<file path="src/hw/rtl/car_div.sv">
// Iterative restoring divider, one quotient bit per cycle.
module car_div #(
    parameter int W = 8
) (
    input  logic         i_clk,
    input  logic         i_rst_n,
    input  logic         i_start,
    input  logic [W-1:0] i_num,
    input  logic [W-1:0] i_den,
    output logic         o_done,
    output logic [W-1:0] o_quo
);
    localparam int IW = $clog2(W + 1);

    logic          r_busy, n_busy;
    logic          r_done, n_done;
    logic [IW-1:0] r_i, n_i;
    logic [W:0]    r_rem, n_rem;
    logic [W-1:0]  r_quo, n_quo;
    logic [W-1:0]  r_den, n_den;
    logic [W:0]    w_shift;

    // One shift and conditional subtract per step.
    always_comb begin
        n_busy  = r_busy;
        n_done  = 1'b0;
        n_i     = r_i;
        n_rem   = r_rem;
        n_quo   = r_quo;
        n_den   = r_den;
        w_shift = {r_rem[W-1:0], r_quo[W-1]};
        if (i_start) begin
            n_busy = 1'b1;
            n_i    = IW'(W);
            n_rem  = '0;
            n_quo  = i_num;
            n_den  = i_den;
        end else if (r_busy) begin
            if (w_shift >= {1'b0, r_den}) begin
                n_rem = w_shift - {1'b0, r_den};
                n_quo = {r_quo[W-2:0], 1'b1};
            end else begin
                n_rem = w_shift;
                n_quo = {r_quo[W-2:0], 1'b0};
            end
            n_i = r_i - 1'b1;
            if (r_i == IW'(1)) begin
                n_busy = 1'b0;
                n_done = 1'b1;
            end
        end
    end

    always_ff @(posedge i_clk) begin
        if (!i_rst_n) begin
            r_busy <= 1'b0;
            r_done <= 1'b0;
            r_i    <= '0;
        end else begin
            r_busy <= n_busy;
            r_done <= n_done;
            r_i    <= n_i;
        end
    end

    always_ff @(posedge i_clk) begin
        r_rem <= n_rem;
        r_quo <= n_quo;
        r_den <= n_den;
    end

    assign o_done = r_done;
    assign o_quo  = r_quo;
endmodule

</file>
<file path="config.mk">
export PLATFORM = sky130hd
export DESIGN_NAME = car_div
export DESIGN_NICKNAME = d
export VERILOG_FILES = /design/src/hw/rtl/car_div.sv
export SDC_FILE = /design/constraint.sdc
export NUM_CORES = 1
export LEC_CHECK = 0
export ABC_AREA = 1
export BUFFER_PORTS_ARGS = -buffer_cell sky130_fd_sc_hd__buf_4
export CORE_MARGIN = 5
export CORE_UTILIZATION = 32
export CTS_BUF_LIST = sky130_fd_sc_hd__clkbuf_16
export DETAILED_ROUTE_END_ITERATION = 8
export MAX_ROUTING_LAYER = met4
export PLACE_DENSITY = 0.52
export SLEW_MARGIN = 20
export SYNTH_ARGS = -nofsm -noshare
export SYNTH_HDL_FRONTEND = slang
export SYNTH_SLANG_ARGS = --single-unit
export TNS_END_PERCENT = 100
</file>
<file path="constraint.sdc">
create_clock -name i_clk -period 3.1 [get_ports i_clk]
set_clock_uncertainty 0.2 [all_clocks]
set_input_delay 0.155 -clock i_clk [delete_from_list [all_inputs] [get_ports i_clk]]
set_output_delay 0.155 -clock i_clk [all_outputs]
set_load 0.05 [all_outputs]
</file>
# After elaboration in Yosys (flattened, before gate mapping)
# Index checks and enable logic that the tools add are counted.
[word_totals] register_bits=30 output_inout_bits=9 word_cells=26
[op_classes] addsub=2 order_cmp=1 n_eq_ne=1 muxes=10 bitwise_logic=2 reduce_logical=3
[op_table] operator="$mux W8" n=3
[op_table] operator="$ge A9 B8 Y1" n=1
[op_table] operator="$mux W4" n=2
[op_table] operator="$sub A8 B8 Y8" n=1
[op_table] operator="$mux W1" n=5
[op_table] operator="$eq A4 B1 Y1 const B" n=1
[op_table] operator="$sub A4 B1 Y4 const B" n=1
[op_table] operator="$reduce_or A3 Y1" n=1
[op_table] operator="$not A1 Y1" n=2
[op_table] operator="$reduce_bool A2 Y1" n=1
[op_table] operator="$reduce_or A2 Y1" n=1

# Longest topological paths before layout
# Gate-level depths: netlist of run 1.
[logic_depth] depth_word=4 mapped_depth=12 mapped_depth_nobuf=12

# Least setup slack after synthesis of run 1
# OpenSTA, ideal clock, no wires.
[synth_timing] path_kind="reg2reg" start="register r_quo[7] (netlist: o_quo[7])" end="register r_rem[6]" setup_ps=113 t_arrival_ps=1814 required_time_ps=2787 slack_ps=973 stages_incl_launch_ff=12 n_path_buf=0 cell_sequence="edfxtp_1 inv_1 ha_1 fa_1 inv_1 nand3_1 nand3_1 nand2_1 nand2_1 nand2_1 nand3_1 nand2_1"
[synth_via] elab_chain_len=2
[synth_rtl] item="start, declared" line_no="19" text="logic [W-1:0] r_quo, n_quo;"
[synth_rtl] item="start signal, assigned" line_no="68" text="r_quo <= n_quo;"
[synth_rtl] item="$sub A8 B8 Y8 or $ge A9 B8 Y1 (tied branches)" line_no="40, 39"
[synth_rtl] item="$mux W8 (*)" line_no="39" text="if (w_shift >= {1'b0, r_den}) begin"
[synth_rtl] item="end signal, assigned" line_no="67" text="r_rem <= n_rem;"
[synth_rtl] item="end, declared" line_no="18" text="logic [W:0] r_rem, n_rem;"
# Every way passes the cells marked *; elsewhere a longest branch is shown, timed or not.
# A chain may end at the register's enable or synchronous reset.

# Worst setup path in the final report of run 1
# Ends and elaborated chain as after synthesis.

==> run metrics, run 1 <==
mux cell area share after synthesis=0%; # fillers=522; layout cells sized above 1=20.5%; most frequent CP cell=nand2_1; worst-path cell chain=inv_1, ha_1, fa_1, inv_1, nand3_1, nand3_1, nand2_1, nand2_1, nand2_1, nand3_1, nand2_1; Max-slew headroom=72.2%; worst hold endpoint=o_quo[0]; Least-Margin Pin Slew=0.417 ns; fin crit period=1.88 ns; Detailed Route Iter0 Violations=99; Rows=26; power per standard cell area=504 nW/um^2; CP arrival=1.84 ns; post-synthesis sequential area ratio=44.3%; nets@finish=283; initial antenna violation count=0; Pre-Repair DR Iteration Count=4; final setup vio count=0; Die W=83.2 microns; status=finished, final reports clean; clk root buf=clkbuf_16; unique cell type count in the Yosys netlist=30; Vias/cell=4.38; worst skew pair latency=0.27 ns; gr usage total=11.9%; Final Hold Viols=0; most instantiated cells after synthesis=nand2_1 (67), inv_1 (27), nand3_1 (17), edfxtp_1 (16), dfxtp_1 (14); post-layout util=44.2%; Syn. warnings=0; Hold Startpoint=i_num[0]; hold_ws=0.0507 ns; # H-tree levels=2; Post-Route WL=3.67 mm; synthesized flop and latch total=30; I/O Pins=28; cell count of the worst reg-to-reg path=11; first-pass GRT wire length=6.43 mm; CP max FO=2; top_reg_cell synth=edfxtp_1; VDD IR max=0.000294 V; GPL Wtd Cong=0.845; core area=5170 sq um; Bufs on Longest Clock Path=2; top-area cell type share of the netlist area=28.0%; Antenna Nets Post-Route=0; Ant. Diodes=0; hold depth=3; Required @ worst endpoint=3.07 ns; Compound-Gate Fraction of Synth Area=3.13%; most instantiated library cell after synthesis=nand2_1; Synth Area in Simple Gates=35.1%; Setup crit end kind=flop; PortBufs=27; adder-cell share of the synthesized area=8.45%; via count=1419; Post-Syn Nets=236; Placed Cells=300; EDFF count, synth=16; number of setup buffers added after CTS=0; Post-Syn Area=1720 sq um; P&R area growth vs syn=33.3%; clock sink count=30; Routed WL per cell=11.3 microns; Leak Pwr=1.13 nW; vias in the first global route=1409; CTS tree=done; Max-Cap Viols=0; Min-Delay Path Class=input port to flop; chip height=83.2 microns; XOR/XNOR share of the synthesized area=1.53%; async set or reset register ratio after synthesis=0%; Worst-path clk slew=0.05 ns; max incr delay on CP=0.40 ns; period utilization=60.5%; R2R Setup Slk=1.22 ns; RSZ-0062 raised after global routing=no; reg-to-reg startpoint=o_quo[7]; post-detail-place hpwl=2.71 mm; Post-Layout Cell Count=324; CTS buffer count=5; total grt overflow=0; Slowest-stage cell, CP=fa_1; fmax=533 MHz; largest family of logic cells by synthesized area=simple AND/OR/NAND/NOR gates; Setup TNS=0 ns; largest net degree at the start of global routing=20; Starting Density=33.2%; Final Max Tran Viols=0; largest area contributor in the synthesized netlist=edfxtp_1; Area contributors post-synth=edfxtp_1 (28%), dfxtp_1 (16%), nand2_1 (15%); Die Area=6930 sq um; Syn Area/Cell=8.33 sq um; CP startpoint kind=flop; Remaining DRCs=0; WS Path Type=flop to flop; Crit Reg-Reg Endpoint=r_rem[6]; cells after synthesis=206
==> report_power, final <==
group          internal (mW)  leakage (nW)  switching, mW
Clock                  0.292        0.0672          0.160
Combinational         0.0927         0.784          0.143
Sequential             0.451         0.274         0.0155
==> how the worst max path moves through the flow <==
stage	start	end	slack, ns	cells past startpoint
after floorplan	o_quo[7]	r_rem[6]	0.97	11
after global placement	o_quo[7]	r_rem[6]	1.20	11
after detailed placement	o_quo[7]	r_rem[6]	1.21	11
after CTS	o_quo[7]	r_rem[6]	1.21	11
after global routing	o_quo[7]	r_rem[6]	1.07	11
final	o_quo[7]	r_rem[6]	1.22	11
==> layout by cell type, fill, tap and decap left out, drive strengths merged, types with 2 or more instances in the layout <==
cell,n
buf,27
a21oi,5
nor3,3
ha,10
dfxtp,14
clkinv,2
nand3b,7
nor2,16
nand3,19
nand2,74
edfxtp,16
xor2,3
inv,29
dlygate4sd3,16
clkbuf,5
==> cell type report <==
cell class / instances / area [sq um] / area share [%]
clock buffers: 5 / 125 / 5.47
well taps: 70 / 87.6 / 3.83
flip-flops and latches: 30 / 761 / 33.2
repair buffers: 43 / 363 / 15.9
clock inverters: 3 / 16.3 / 0.711
multi-input cells: 144 / 827 / 36.1
inverters: 29 / 109 / 4.76
==> repair_timing <==
action / in CTS / in global routing
gates resized for setup: 0 / 0
hold buffers: 16 / 0
endpoints found under the hold margin: 17 / 0
==> sequential cells by signal (all words and copies together) (netlist names) <==
name and cells:
o_done 1, o_quo 8, r_busy 1, r_den 8
r_i 4, r_rem 8
==> per-layer routing <==
metal	wire (microns)	GRT usage [%]	vias up	part of all wire, %
li1	-	-	754	-
met1	1750	13.9	638	48
met2	1730	19.0	19	47
met3	94	2.97	8	2.6
met4	95	5.79	0	2.6
met5	0	-	-	0
==> critical path: cells and delay by family (launching register included) <==
| kind | cells | cell delay [ns] |
|---|---|---|
| AND/OR/NAND/NOR | 7 | 0.46 |
| adder cells (fa/ha/maj) | 2 | 0.62 |
| buffers and inverters | 2 | 0.15 |
| flip-flops | 1 | 0.35 |
==> logic make-up (layout without fill, tap and decap cells) <==
kind of cell    Yosys count  in the layout
simple gates            121            121
buf+inv                  32             80
flops                    30             30
fa+ha+maj                11             11
compound gates            9              9
xor+xnor                  3              3
==> per-stage QoR <==
step	instance area, sq um	setup slack (ns)	total power [mW]
after floorplan	1720	0.973	0.629
after global placement	1990	1.20	0.698
after detailed placement	1990	1.21	0.694
after CTS	2290	1.21	1.17
after global routing	2290	1.07	1.22
final	2290	1.22	1.15
Power figures use the tool's default switching activity.
==> inputs of run 2 (changes only) <==
Settings changed: ABC_AREA 1 to 0.
Clock period 3.1 ns to 2 ns, I/O delays scaled along.
==> run metrics, run 2 <==
Post-Route WL=4.02 mm (+9.6%); Setup crit end kind=flop; VDD IR max=0.000583 V (+98%); post-route worst setup slack=-0.141 ns (-1.37 ns); Bufs on Longest Clock Path=2 (unchanged); failing checks=negative setup slack; Pre-Repair DR Iteration Count=4 (unchanged); Die Area=6790 sq um (-2.0%); Detailed Route Iter0 Violations=112 (+13%); switching power=620 uW (+95%); Syn Area/Cell=10.2 sq um (+23%); Area contributors post-synth=edfxtp_1 (29%), dfxtp_1 (17%), ha_1 (7.5%); total grt overflow=0 (unchanged); CP startpoint kind=flop; gr usage total=13.5% (+1.7 points); post-synthesis sequential area ratio=45.3% (+1.0 points); Max-slew headroom=69.9% (-2.2 points); reg-to-reg startpoint=r_den[0]; largest family of logic cells by synthesized area=compound AO/OA/AOI/OAI gates; # H-tree levels=2 (unchanged); Leak Pwr=1.06 nW (-5.9%); Placed Cells=275 (-8.3%); Rows=26 (unchanged); Comb pwr share=30.8% (+10 points); worst skew pair latency=0.27 ns (about the same); Min-Delay Path Class=input port to flop; vias in the first global route=1518 (+7.7%); cell count of the worst reg-to-reg path=7 (-4); Reg power frac=35.7% (-4.7 points); Remaining DRCs=0 (unchanged); cells after synthesis=164 (-20%); clk root buf=clkbuf_16; core area=5110 sq um (-1.3%); XOR/XNOR share of the synthesized area=3.65% (+2.1 points); mux cell area share after synthesis=5.29% (+5.3 points); unique cell type count in the Yosys netlist=49 (+63%); CP max FO=3 (+1); final setup vio count=5 (+5); CTS buffer count=5 (unchanged); Starting Density=32.9% (-0.34 points); I/O Pins=28 (unchanged); worst setup path end=r_rem[6]; CP arrival=2.12 ns (+0.28 ns); DP Area=2130 sq um (+7.1%); Synth Area in Simple Gates=15.1% (-20 points); Crit Reg-Reg Endpoint=r_rem[6]; most frequent cells in the layout=buf_4 (49), nor2_1 (18), dlygate4sd3_1 (17); Final Max Tran Viols=0 (unchanged); most instantiated cells after synthesis=nor2_1 (19), edfxtp_1 (16), inv_1 (16), dfxtp_1 (14), nand2_1 (11); post-detail-place hpwl=2.96 mm (+9.4%); fin crit period=2.14 ns (+0.265 ns); Least-Margin Pin Slew=0.450 ns (+0.0331 ns); nets@finish=265 (-6.4%); Post-Syn Area=1680 sq um (-2.3%); initial antenna violation count=0 (unchanged); async set or reset register ratio after synthesis=0% (unchanged); EDFF count, synth=16 (unchanged); Max-Cap Viols=0 (unchanged); top-area cell type share of the netlist area=28.6% (+0.65 points); CTS tree=done; Required @ worst endpoint=1.98 ns (-1.09 ns); via count=1464 (+3.2%); Clk pwr share=33.5% (-5.7 points); PortBufs=27 (unchanged); period utilization=107% (+47 points); first-pass GRT wire length=6.77 mm (+5.3%); commonest non-fill, non-tap cell in the layout=buf_4; fmax=467 MHz (-12%); Cell Int Power=1.49 mW (+78%); power per standard cell area=807 nW/um^2 (+60%); Routed WL per cell=13.2 microns (+16%); largest net degree at the start of global routing=32 (+60%); Syn. warnings=0 (unchanged); Die W=82.4 microns (-1.0%); Final Cell Area=2610 sq um (+14%); final total power=2.11 mW (+83%); most instantiated library cell after synthesis=nor2_1; synthesized flop and latch total=30 (unchanged); P&R area growth vs syn=55.7%; largest area contributor in the synthesized netlist=edfxtp_1; layout cells sized above 1=42.4% (+22 points); Critical Path Start=r_den[0]; Antenna Nets Post-Route=0 (unchanged); Vias/cell=4.78 (+9.2%); R2R Setup Slk=-0.14 ns (-1.37 ns); status=finished, violations left; GPL Wtd Cong=0.811 (-4.0%); Final Hold Viols=0 (unchanged); Worst-path clk slew=0.05 ns (about the same); chip height=82.4 microns (-1.0%); Setup TNS=-0.217 ns (-0.217 ns); WS Path Type=flop to flop; Ant. Diodes=0 (unchanged); RSZ-0062 raised after global routing=yes; Post-Syn Nets=194 (-18%); top_reg_cell synth=edfxtp_1; Compound-Gate Fraction of Synth Area=15.7% (+13 points); clock sink count=30 (unchanged); Post-Layout Cell Count=306 (-5.6%); adder-cell share of the synthesized area=8.65% (+0.20 points); switching share of power=29.4% (+1.8 points)
==> run 2: kinds of logic (layout without fill, tap and decap cells) <==
kind of cell | count (synthesis) | count (layout)
compound gates | 34 | 34
xor+xnor | 7 | 7
fa+ha+maj | 11 | 11
buf+inv | 23 | 95
flops | 30 | 30
mux | 8 | 8
simple gates | 51 | 51
==> run 2: metal layers <==
| metal | vias to the layer above | part of all wire [%] | GRT usage [%] |
|---|---|---|---|
| met5 | - | 0 | - |
| met2 | 35 | 51 | 23.6 |
| li1 | 728 | - | - |
| met4 | 0 | 1.8 | 4.32 |
| met3 | 8 | 3.8 | 3.36 |
| met1 | 693 | 43 | 15.1 |
==> run 2: cell type report <==
class	count	area (sq um)
sequential	30	763
clock buffer	5	125
fill	463	2490
multi-input combinational	111	966
timing repair buffer	71	594
clock inverter	3	16.3
inverter	16	60.1
tap	70	87.6
==> run 2: worst min-delay path by stage <==
stage          endpoint      from  slack, ns  depth (start not counted)
5_1_grt        r_den[3]   i_start       0.08                          1
3_5_place_dp   r_den[4]  i_den[4]       0.08                          1
2_1_floorplan  r_den[0]  i_den[0]     -0.001                          0
6_report       r_rem[6]   i_start       0.07                          2
3_3_place_gp   r_den[7]  i_den[7]       0.08                          1
4_1_cts        r_den[3]   i_start       0.07                          1
==> run 2: stage by stage <==
stage | hold WS, ns | util, % | setup WS, ns
6_report | 0.0676 | 51.2 | -0.141
5_1_grt | 0.0840 | 51.2 | -0.205
4_1_cts | 0.0716 | 49.4 | -0.131
3_5_place_dp | 0.0796 | 41.7 | -0.122
3_3_place_gp | 0.0786 | 41.7 | -0.0978
2_1_floorplan | -0.00113 | - | -0.400
==> run 2: critical path, stage by stage, from the launching register on <==
cell and delay [ns]:
edfxtp_1 0.40, ha_4 0.18, fa_2 0.33, nand2b_4 0.17
a2111oi_4 0.29, a311oi_1 0.09, a21o_1 0.17, a311oi_2 0.22
==> run 2: power groups by stage <==
stage               registers, mW  clock network, mW  logic [mW]
global placement            0.760                  0       0.527
floorplan                   0.815                  0       0.292
global route                0.759              0.760       0.706
CTS                         0.751              0.728       0.609
finish                      0.752              0.707       0.650
detailed placement          0.761                  0       0.538
==> run 2: repair_timing <==
item,4_1_cts,5_1_grt
pin swaps,4,8
cloned,1,0
setup endpoints to repair,9,9
buffers inserted,3,2
hold buffers,17,0
gates resized for setup,12,17
hold endpoints to repair,22,0
