$ cat src/hw/rtl/car_ram.sv
// Generic single-port-write, single-port-read RAM with registered read.
module car_ram #(
    parameter int W = 8,
    parameter int D = 16
) (
    input  logic                 i_clk,
    input  logic                 i_we,
    input  logic [$clog2(D)-1:0] i_waddr,
    input  logic [W-1:0]         i_wdata,
    input  logic [$clog2(D)-1:0] i_raddr,
    output logic [W-1:0]         o_rdata
);
    logic [W-1:0] r_mem [D];
    logic [W-1:0] r_rdata;

    // Read returns the contents before a same-cycle write.
    always_ff @(posedge i_clk) begin
        if (i_we) begin
            r_mem[i_waddr] <= i_wdata;
        end
        r_rdata <= r_mem[i_raddr];
    end

    assign o_rdata = r_rdata;
endmodule

$ cat config.mk
export PLATFORM = sky130hd
export DESIGN_NAME = car_ram
export DESIGN_NICKNAME = d
export VERILOG_FILES = /design/src/hw/rtl/car_ram.sv
export SDC_FILE = /design/constraint.sdc
export NUM_CORES = 1
export LEC_CHECK = 0
export ABC_CLOCK_PERIOD_IN_PS = 2700
export BUFFER_PORTS_ARGS = -buffer_cell sky130_fd_sc_hd__buf_2
export CAP_MARGIN = 40
export CORE_MARGIN = 2
export CORE_UTILIZATION = 65
export DETAILED_ROUTE_END_ITERATION = 7
export PLACE_DENSITY_LB_ADDON = 0.08
export SLEW_MARGIN = 20
export SYNTH_ARGS = -nofsm -noshare
export SYNTH_HDL_FRONTEND = slang
export SYNTH_SLANG_ARGS = --single-unit
$ cat constraint.sdc
create_clock -name i_clk -period 2.7 [get_ports i_clk]
set_input_delay 0.135 -clock i_clk [delete_from_list [all_inputs] [get_ports i_clk]]
set_output_delay 0.135 -clock i_clk [all_outputs]
set_load 0.005 [all_outputs]
; Word level (Yosys, flattened, before mapping)
; Memory sizes are Yosys's and may differ from the RTL's. A register that Yosys moved wholly into a read port is not among the register bits.
; Cells that the tools add are included.
[totals]
regBits = 0
latch_bits = 0
ram_bits = 128
mem_bits_ro = 0
inputBits = 18
output_inout_bits = 8
elab_cells = 3
n_memories = 1
[memory_table]
columns = name, depth, word_bits, rd, rd_clocked_by_memory_dff, wr, line
row1 = r_mem, 16, 8, 1, 1, 1, 13  ; logic [W-1:0] r_mem [D];
[op_classes]
addsub = 0
mul = 0
n_div = 0
n_lt_le_gt_ge = 0
eq_ne = 0
n_shift = 0
mux = 2
n_bitwise = 0
reduce_logical = 0
[ops]
columns = cell, count
row1 = 2-to-1 mux 1 bit, 2

; Logic depth before layout (Yosys ltp)
; Gate-level depths: netlist of the first run.
[depth]
word_depth = 2
mapped_depth = 5
mapped_depth_nobuf = 3

; Worst setup path after synthesis of the first run
; No wires, ideal clock.
[synth_timing]
path_kind = input port to flip-flop
startpoint = input port i_waddr[2]
endpoint = memory r_mem[0][0] (enable)
setup_ps = 383
t_arrival_ps = 1245
t_required_ps = 2317
setup_slack_ps = 1072
path_stages = 2
n_path_buf = 0
cell_sequence = or3b_2 -> nor3_1
[synth_lines]
columns = element, line
row1 = from (decl), 8  ; input logic [$clog2(D)-1:0] i_waddr,
row2 = to (decl), 13
; No word-level cell before the write port.

==> flow_summary.yaml, run 1 <==
run:
  maxCapViolations: 0
sta:
  fin_crit_sh_pct: 53.4
  setup_tns_ps: 0
  rsz0062_at_grt: "no"
  min_period_ps: 1440
  setup_violations: 0
  worst-slew-pin-transition_ps: 827
  finalMaxSlewViolations: 0
  fin_skew_ps: 4.48
  slew_headroom_pct: 44.6
  max_freq_mhz: 694
  hold_viol_final: 0
clock_tree:
  h-tree-depth: 4
  worstSkewPairLatency_ps: 520
  cts_tree: "yes"
  cts_made_buffers: 17
  clkTransAtPathRegs_ps: 60
  cts_buffer_depth: 2
  clkSinkCount: 136
  root_buffer: "clkbuf_8"
  cts_resized: 0
routing:
  wire_per_inst_um: 26.4
  dr.pass1.iters: 7
  wirelength_mm: 10.4
  route.detailed.drc: 0
  num_vias: 2559
  ant_nets: 0
  drtIter0Drc: 288
  viasPerCell: 6.48
pwr:
  p_int_mw: 3.94
  power_frac_seq_pct: 48.8
  p_per_area_mw_per_mm2: 808
  clkPwrFrac_pct: 46.8
  p_leak_nw: 2.08
  p_sw_mw: 0.935
  switching_share_pct: 19.2
  ir_drop_uv: 603
  combPwrFrac_pct: 4.5
hold_path:
  hp-class: "input pin to flop"
  hold_path_depth: 1
  hold_end: "r_mem[2][2]"
  min_from: "i_wdata[2]"
logic_synthesis:
  synth_xor_area_share_pct: 0
  yosys_warnings: 0
  synth_compound_area_share_pct: 2.33
  ys_async_sr_fraction_pct: 0
  synth-edff-count: 128
  synth_top_family_by_area: "multiplexers"
  postSynthCellCount: 229
  ys_ff_latch: 136
  syn-num-nets: 247
  syn_area_per_cell_sq_um: 22.5
  synth_seq_area_share_pct: 77.8
  netlist_area_sq_mm: 0.00515
  synth_flop_cell: "edfxtp_1"
  synth-simple-area-share_pct: 3.18
  synth_fa_ha_area_share_pct: 0
  synthMuxAreaShare_pct: 15.0
  synth_cell_type_count: 19
global_routing:
  track_usage_pct: 26.8
  grt_pass1_wl_mm: 15.5
  overflow: 0
  grt_max_degree: 25
  antenna_found_initial: 0
  grt_pass1_vias: 2548
floorplanning:
  die_w_um: 93.0
  dieArea_sq_mm: 0.00865
  num_io_pins: 26
  core-area_sq_mm: 0.00769
  start_util_pct: 67.0
  row_count: 32
  die_h_um: 93.0
worst_setup_path:
  r2r_end: "o_rdata[0]"
  crit_path_start_kind: "flop"
  cpPeakStageDelay_ps: 600
  end_kind: "flop"
  r2r_slack_ps: 1260
  crit_buf_inv: 0
  slowest_stage: "mux4_1"
  r2r_cells: 3
  worstSetupPathType: "flop to flop"
  arrival_ps: 1840
  cp.required_ps: 3100
  crit_chain: "mux4_1 -> a22oi_1 -> nand2_1"
  worst-path-max-fanout: 1
  r2r_start: "r_mem[5][0]"
  critical-path-top-delay-family: "multiplexers"
status:
  outcome: "finished, final reports clean"
layout:
  postLayoutCellArea_sq_mm: 0.00603
  insertedDiodeCount: 0
  syn_to_final_growth_pct: 17.2
  final_nets: 299
  layout-drive-gt1-share_pct: 29.7
  final_common_cell: "edfxtp_1"
  layout_common_cells: "edfxtp_1 (128), buf_2 (25), mux4_2 (18)"
placement:
  port_buffers: 25
  gp_congestion: 0.739
  dp_hpwl_mm: 5.99
  placed_area_sq_mm: 0.00540
==> metrics by stage <==
step / worst slack, ps / cells / power [mW] / hold WS [ps] / utilization, %
after floorplan: 1070 / 229 / 2.54 / 234 / -
after detailed placement: 785 / 358 / 2.63 / 517 / 70.3
after global routing: 1240 / 395 / 5.00 / 14.3 / 78.5
final: 1260 / 395 / 4.87 / 9.69 / 78.5
after CTS: 1240 / 390 / 4.89 / 3.39 / 78.0
after global placement: 782 / 357 / 2.62 / 516 / 70.2
==> what timing repair did <==
action / CTS / global route
buffers inserted: 0 / 0
endpoints found under the setup margin: 0 / 0
hold endpoints to repair: 16 / 0
hold buffers: 1 / 0
==> worst max-delay path by stage <==
stage | end | depth (start not counted) | slack [ps] | startpoint
6_report | o_rdata[0] | 3 | 1260 | r_mem[5][0]
5_1_grt | o_rdata[0] | 3 | 1240 | r_mem[5][0]
2_1_floorplan | r_mem[0][0] | 2 | 1070 | i_waddr[2]
3_3_place_gp | o_rdata[7] | 5 | 780 | i_raddr[0]
3_5_place_dp | o_rdata[7] | 5 | 780 | i_raddr[0]
4_1_cts | o_rdata[0] | 3 | 1240 | r_mem[5][0]
==> cell usage after synthesis (2+ instances only) <==
master | instances | share of area, %
buf_2 | 3 | 0.29
nor2_1 | 13 | 0.95
dfxtp_1 | 8 | 3.1
buf_6 | 3 | 0.66
edfxtp_1 | 128 | 75
nand2b_1 | 2 | 0.24
a22oi_1 | 16 | 2.3
mux4_1 | 14 | 7.1
mux4_2 | 18 | 7.9
clkdlybuf4s25_2 | 3 | 0.58
nand2_1 | 9 | 0.66
nand3b_1 | 2 | 0.29
nor3_1 | 4 | 0.39
==> registers in the layout (all words and copies together) (netlist names) <==
| name | count |
|---|---|
| o_rdata | 8 |
| r_mem | 128 |
==> layer usage <==
layer | GRT usage, % | vias to the layer above | part of all wire, %
met1 | 39.2 | 1341 | 42
met4 | 8.58 | 0 | 1.5
met2 | 41.0 | 124 | 50
met5 | 0 | - | 0
li1 | - | 1076 | -
met3 | 6.77 | 18 | 6.3
==> power groups by stage <==
stage,clock network (mW),registers (mW),logic [mW]
3_5_place_dp,0,2.42,0.212
2_1_floorplan,0,2.42,0.120
4_1_cts,2.29,2.38,0.217
5_1_grt,2.39,2.38,0.235
6_report,2.28,2.38,0.217
3_3_place_gp,0,2.42,0.208
==> cells by family after synthesis <==
kind of cell / count (synthesis)
AOI/OAI and AO/OA: 16
buffers and inverters: 10
DFF: 136
muxes: 32
and+or+nand+nor: 35
==> cell type report <==
cell class              instances  area (sq um)
repair buffers                 43           263
clock inverters                10           153
flip-flops and latches        136          4000
well taps                     102           128
fillers                       394          1650
clock buffers                  21           429
multi-input cells              83          1060
Power figures use the tool's default switching activity.
==> inputs of run 2 (changes only) <==
--- a/config.mk
+++ b/config.mk
@@ -5,11 +5,11 @@
 export SDC_FILE = /design/constraint.sdc
 export NUM_CORES = 1
 export LEC_CHECK = 0
-export ABC_CLOCK_PERIOD_IN_PS = 2700
+export ABC_CLOCK_PERIOD_IN_PS = 1300
 export BUFFER_PORTS_ARGS = -buffer_cell sky130_fd_sc_hd__buf_2
 export CAP_MARGIN = 40
 export CORE_MARGIN = 2
-export CORE_UTILIZATION = 65
+export CORE_UTILIZATION = 54
 export DETAILED_ROUTE_END_ITERATION = 7
 export PLACE_DENSITY_LB_ADDON = 0.08
 export SLEW_MARGIN = 20
==> constraint.sdc (replaced) <==
create_clock -name i_clk -period 1.3 [get_ports i_clk]
set_input_delay 0.065 -clock i_clk [delete_from_list [all_inputs] [get_ports i_clk]]
set_output_delay 0.065 -clock i_clk [all_outputs]
set_load 0.005 [all_outputs]
==> run 2 against run 1 <==
Effect of this change: non-clock buffer count increased by 20; critical path type unchanged; final area is 4.0% higher; highest routed layer unchanged; first-iteration DRC count shrank 24%; clock skew grew 5.9 ps; fmax rose by 14%; clock power increased by 95%.
==> flow_summary.yaml, run 2 (synthesized netlist as in run 1, its figures left out) <==
placement:
  place_inst: 403
  place_ws_ps: -215
  gp_congestion: 0.791
  dp_hpwl_mm: 6.35
  port_buffers: 25
sta:
  fin_skew_ps: 10.3
  max_freq_mhz: 789
  worst-slew-pin-transition_ps: 864
  rsz0062_at_grt: "yes"
  setup_violations: 0
  slew_headroom_pct: 42.3
  hold_viol_final: 0
  whs_ps: 110
  min_period_ps: 1270
  finalMaxSlewViolations: 0
  layout_setup_ws_ps: 31.9
  fin_crit_sh_pct: 97.5
pwr:
  switching_share_pct: 20.4
  p_leak_nw: 2.14
  combPwrFrac_pct: 5.1
  ir_drop_uv: 890
  clkPwrFrac_pct: 45.0
  power_mw: 9.89
  p_sw_mw: 2.02
  p_int_mw: 7.87
  p_per_area_mw_per_mm2: 1580
  power_frac_seq_pct: 49.9
floorplanning:
  die_h_um: 102
  num_io_pins: 26
  die_w_um: 102
  start_util_pct: 55.7
  core-area_sq_mm: 0.00924
  dieArea_sq_mm: 0.0103
  row_count: 35
clock_tree:
  cts_made_buffers: 17
  worstSkewPairLatency_ps: 510
  clkSinkCount: 136
  root_buffer: "clkbuf_8"
  h-tree-depth: 4
  clkTransAtPathRegs_ps: 60
  postCtsSetupBuffers: 0
  cts_tree: "yes"
  cts_buffer_depth: 2
layout:
  final_common_cell: "edfxtp_1"
  largest_reg_flops: 128
  layout_common_cells: "edfxtp_1 (128), buf_4 (27), mux4_2 (25), buf_2 (25), clkbuf_16 (16)"
  regMostFlops: "r_mem"
  final_nets: 319
  layout-drive-gt1-share_pct: 38.5
  insertedDiodeCount: 0
  final_core_util_pct: 67.9
  syn_to_final_growth_pct: 21.9
  final.fill_count: 597
  fin_cells: 443
worst_setup_path:
  r2r_cells: 3
  crit_path_start_kind: "flop"
  r2r_slack_ps: 30
  r2r_start: "r_mem[0][7]"
  cp.required_ps: 1690
  crit_start: "r_mem[0][7]"
  arrival_ps: 1660
  critical-path-top-delay-family: "multiplexers"
  path_depth: 3
  crit_chain: "mux4_2 -> a22oi_2 -> nand2_1"
  worst-path-max-fanout: 1
  end_kind: "flop"
  r2r_end: "o_rdata[7]"
  crit_buf_inv: 0
  worstSetupPathType: "flop to flop"
  slowest_stage: "mux4_2"
  endpoint: "o_rdata[7]"
  cpPeakStageDelay_ps: 480
routing:
  num_vias: 2506
  ant_nets: 0
  wire_per_inst_um: 21.7
  wirelength_mm: 9.60
  viasPerCell: 5.66
  dr.pass1.iters: 4
  drtIter0Drc: 218
  route.detailed.drc: 0
global_routing:
  overflow: 0
  grt_pass1_vias: 2572
  antenna_found_initial: 0
  grt_pass1_wl_mm: 14.8
  grt_max_degree: 23
  track_usage_pct: 20.9
run:
  maxCapViolations: 0
hold_path:
  hp-class: "input pin to flop"
status:
  outcome: "finished, final reports clean"
[run 2: changes by cell type in the layout (fill, tap and decap cells not counted), moves of 2 or more]
cell and delta:
buf_12 +3, a22oi_2 +10, mux4_1 -7, a22oi_1 -10, buf_4 +10, dlygate4sd3_1 +7, mux4_2 +7, clkinv_4 +2
clkinvlp_4 +2, bufinv_16 -2
[run 2: layout make-up]
cell class,instances,area [sq um],share of cell area (%)
Multi-Input combinational cell,83,1090,17.3
Tap cell,129,161,2.57
Clock buffer,20,425,6.78
Clock inverter,12,130,2.07
Timing Repair Buffer,63,468,7.46
Sequential cell,136,4000,63.8
[run 2: worst min path at each step]
stage	startpoint	endpoint	slack, ps	cells past startpoint
after floorplan	i_wdata[0]	r_mem[0][0]	160	0
after global placement	o_rdata[7]	o_rdata[7]	450	1
after detailed placement	o_rdata[4]	o_rdata[4]	450	1
after CTS	i_waddr[1]	r_mem[0][3]	90	3
after global routing	i_waddr[1]	r_mem[0][2]	120	3
final	i_waddr[0]	r_mem[0][6]	110	3
[run 2: power by group through the flow]
| stage | sequential (mW) | clock, mW | combinational, mW |
|---|---|---|---|
| floorplan | 5.02 | 0 | 0.249 |
| global placement | 5.02 | 0 | 0.463 |
| detailed placement | 5.02 | 0 | 0.472 |
| CTS | 4.93 | 4.51 | 0.507 |
| global route | 4.94 | 4.73 | 0.556 |
| finish | 4.93 | 4.44 | 0.509 |
[run 2: tightest hold or removal path: stages]
cell	delay, ps
buf_2	160
nor3_2	70
buf_4	150
[run 2: stage by stage]
| step | TNS (ps) | instance area (sq um) |
|---|---|---|
| 2_1_floorplan | -863 | 5150 |
| 5_1_grt | -18.4 | 6270 |
| 4_1_cts | 0 | 6270 |
| 3_3_place_gp | -1560 | 5620 |
| 3_5_place_dp | -2170 | 5620 |
| 6_report | 0 | 6270 |
[run 2: repair_timing]
item	4_1_cts	5_1_grt
gates resized for setup	9	8
pin swaps	1	5
hold buffers	8	0
setup endpoints to repair	6	7
endpoints found under the hold margin	128	0
[run 2: routing by layer]
layer,vias to the layer above,global-route usage [%],wire length [um]
li1,1108,-,-
met1,1304,29.3,4230
met2,85,31.9,4790
met3,9,5.38,481
met4,0,8.32,89
met5,-,0,0
==> inputs of run 3 (changes only) <==
--- a/config.mk
+++ b/config.mk
@@ -12,6 +12,7 @@
 export CORE_UTILIZATION = 54
 export DETAILED_ROUTE_END_ITERATION = 7
 export PLACE_DENSITY_LB_ADDON = 0.08
+export RECOVER_POWER = 50
 export SLEW_MARGIN = 20
 export SYNTH_ARGS = -nofsm -noshare
 export SYNTH_HDL_FRONTEND = slang
==> run 3 against run 2 <==
Effect of this change: die area did not move; clock-buffer cell count stayed put; worst setup slack better by 0.94 ps; register-to-register slack hardly changed; via count about the same; final area fell by 0.36%; fmax about the same; clock skew down 0.74 ps; clock power about the same; non-clock buffer count stayed put; critical path type unchanged.
==> flow_summary.yaml, run 3 (synthesized netlist as in run 1, its figures left out) <==
sta:
  min_period_ps: 1270
  fin_crit_sh_pct: 97.5
  hold_viol_final: 0
  finalMaxSlewViolations: 0
  fin_skew_ps: 9.60
  rsz0062_at_grt: "yes"
  setup_violations: 0
  max_freq_mhz: 789
  worst-slew-pin-transition_ps: 864
  slew_headroom_pct: 42.3
layout:
  syn_to_final_growth_pct: 21.5
  fin_cells: 443
  postLayoutCellArea_sq_mm: 0.00625
  final_nets: 319
  largest_reg_flops: 128
  final_common_cell: "edfxtp_1"
  layout-drive-gt1-share_pct: 34.7
  regMostFlops: "r_mem"
  insertedDiodeCount: 0
  layout_common_cells: "edfxtp_1 (128), mux4_2 (25), buf_4 (24)"
clock_tree:
  cts_made_buffers: 17
  clkSinkCount: 136
  worstSkewPairLatency_ps: 510
  h-tree-depth: 4
  root_buffer: "clkbuf_8"
  clkTransAtPathRegs_ps: 60
  cts_buffer_depth: 2
  cts_tree: "yes"
worst_setup_path:
  crit_path_start_kind: "flop"
  r2r_cells: 3
  r2r_end: "o_rdata[2]"
  r2r_start: "r_mem[6][2]"
  end_kind: "flop"
  slowest_stage: "mux4_1"
  endpoint: "o_rdata[2]"
  crit_chain: "mux4_1 -> a22oi_2 -> nand2_1"
  crit_buf_inv: 0
  r2r_slack_ps: 30
  cp.required_ps: 1690
  worst-path-max-fanout: 1
  path_depth: 3
  arrival_ps: 1660
  cpPeakStageDelay_ps: 550
  critical-path-top-delay-family: "multiplexers"
  worstSetupPathType: "flop to flop"
  crit_start: "r_mem[6][2]"
routing:
  route.detailed.drc: 0
  dr.pass1.iters: 4
  wirelength_mm: 9.60
  viasPerCell: 5.65
  wire_per_inst_um: 21.7
  num_vias: 2504
  ant_nets: 0
  drtIter0Drc: 253
global_routing:
  grt_pass1_vias: 2572
  track_usage_pct: 20.9
  antenna_found_initial: 0
  overflow: 0
  grt_pass1_wl_mm: 14.8
  grt_max_degree: 23
pwr:
  p_leak_nw: 2.11
  p_per_area_mw_per_mm2: 1580
  ir_drop_uv: 890
floorplanning:
  dieArea_sq_mm: 0.0103
  row_count: 35
  core-area_sq_mm: 0.00924
  start_util_pct: 55.7
  die_w_um: 102
  num_io_pins: 26
  die_h_um: 102
placement:
  gp_congestion: 0.791
  place_inst: 403
  port_buffers: 25
  dp_hpwl_mm: 6.35
  placed_area_sq_mm: 0.00562
status:
  outcome: "finished, final reports clean"
hold_path:
  hp-class: "input pin to flop"
  min_from: "i_waddr[0]"
run:
  maxCapViolations: 0
==> run 3: cell count changes in the layout (fill, tap and decap cells not counted) <==
| cell | delta |
|---|---|
| buf_4 | -3 |
| clkbuf_1 | +12 |
| buf_2 | -9 |
==> run 3: tightest hold or removal path: cells and delay by family <==
family	cells	cell delay, ps
AND/OR/NAND/NOR	1	70
buffers and inverters	2	310
==> run 3: layout make-up <==
class / count / area, sq um
timing repair buffer: 63 / 445
tap: 129 / 161
fill: 605 / 2990
clock buffer: 20 / 425
clock inverter: 12 / 130
multi-input combinational: 83 / 1090
sequential: 136 / 4000
==> run 3: metal layers <==
| metal | vias up | wire (um) | GRT usage [%] |
|---|---|---|---|
| li1 | 1109 | - | - |
| met1 | 1305 | 4210 | 29.3 |
| met2 | 81 | 4820 | 31.9 |
| met3 | 9 | 481 | 5.38 |
| met4 | 0 | 89 | 8.32 |
| met5 | - | 0 | 0 |
==> run 3: timing repair <==
item | in CTS | in global routing
hold buffers | 8 | 0
hold endpoints to repair | 128 | 0
endpoints found under the setup margin | 6 | 7
buffers inserted | 0 | 0
pin swaps | 1 | 5
resized for setup | 9 | 8
==> run 3: where the power goes <==
part	internal, mW	total, mW	switching, mW
Clock	2.72	4.44	1.72
Sequential	4.90	4.93	0.0296
Combinational	0.236	0.503	0.267
Total	7.87	9.88	2.01
==> run 3: stage by stage <==
stage          utilization [%]  hold slack, ps  power (mW)  setup slack, ps  TNS, ps
2_1_floorplan                -             164        5.27            -31.1     -863
3_3_place_gp              60.8             453        5.48             -224    -1560
3_5_place_dp              60.8             449        5.50             -215    -2170
4_1_cts                   67.9            86.7        9.95             9.44        0
5_1_grt                   67.7             118        10.2            -13.5    -18.4
6_report                  67.7             110        9.88             32.8        0
==> run 3: worst min-delay path by stage <==
stage,endpoint,slack (ps),cells after the start
after floorplan,r_mem[0][0],160,0
after detailed placement,o_rdata[4],450,1
after CTS,r_mem[0][3],90,3
after global routing,r_mem[0][2],120,3
final,r_mem[0][6],110,3
after global placement,o_rdata[7],450,1
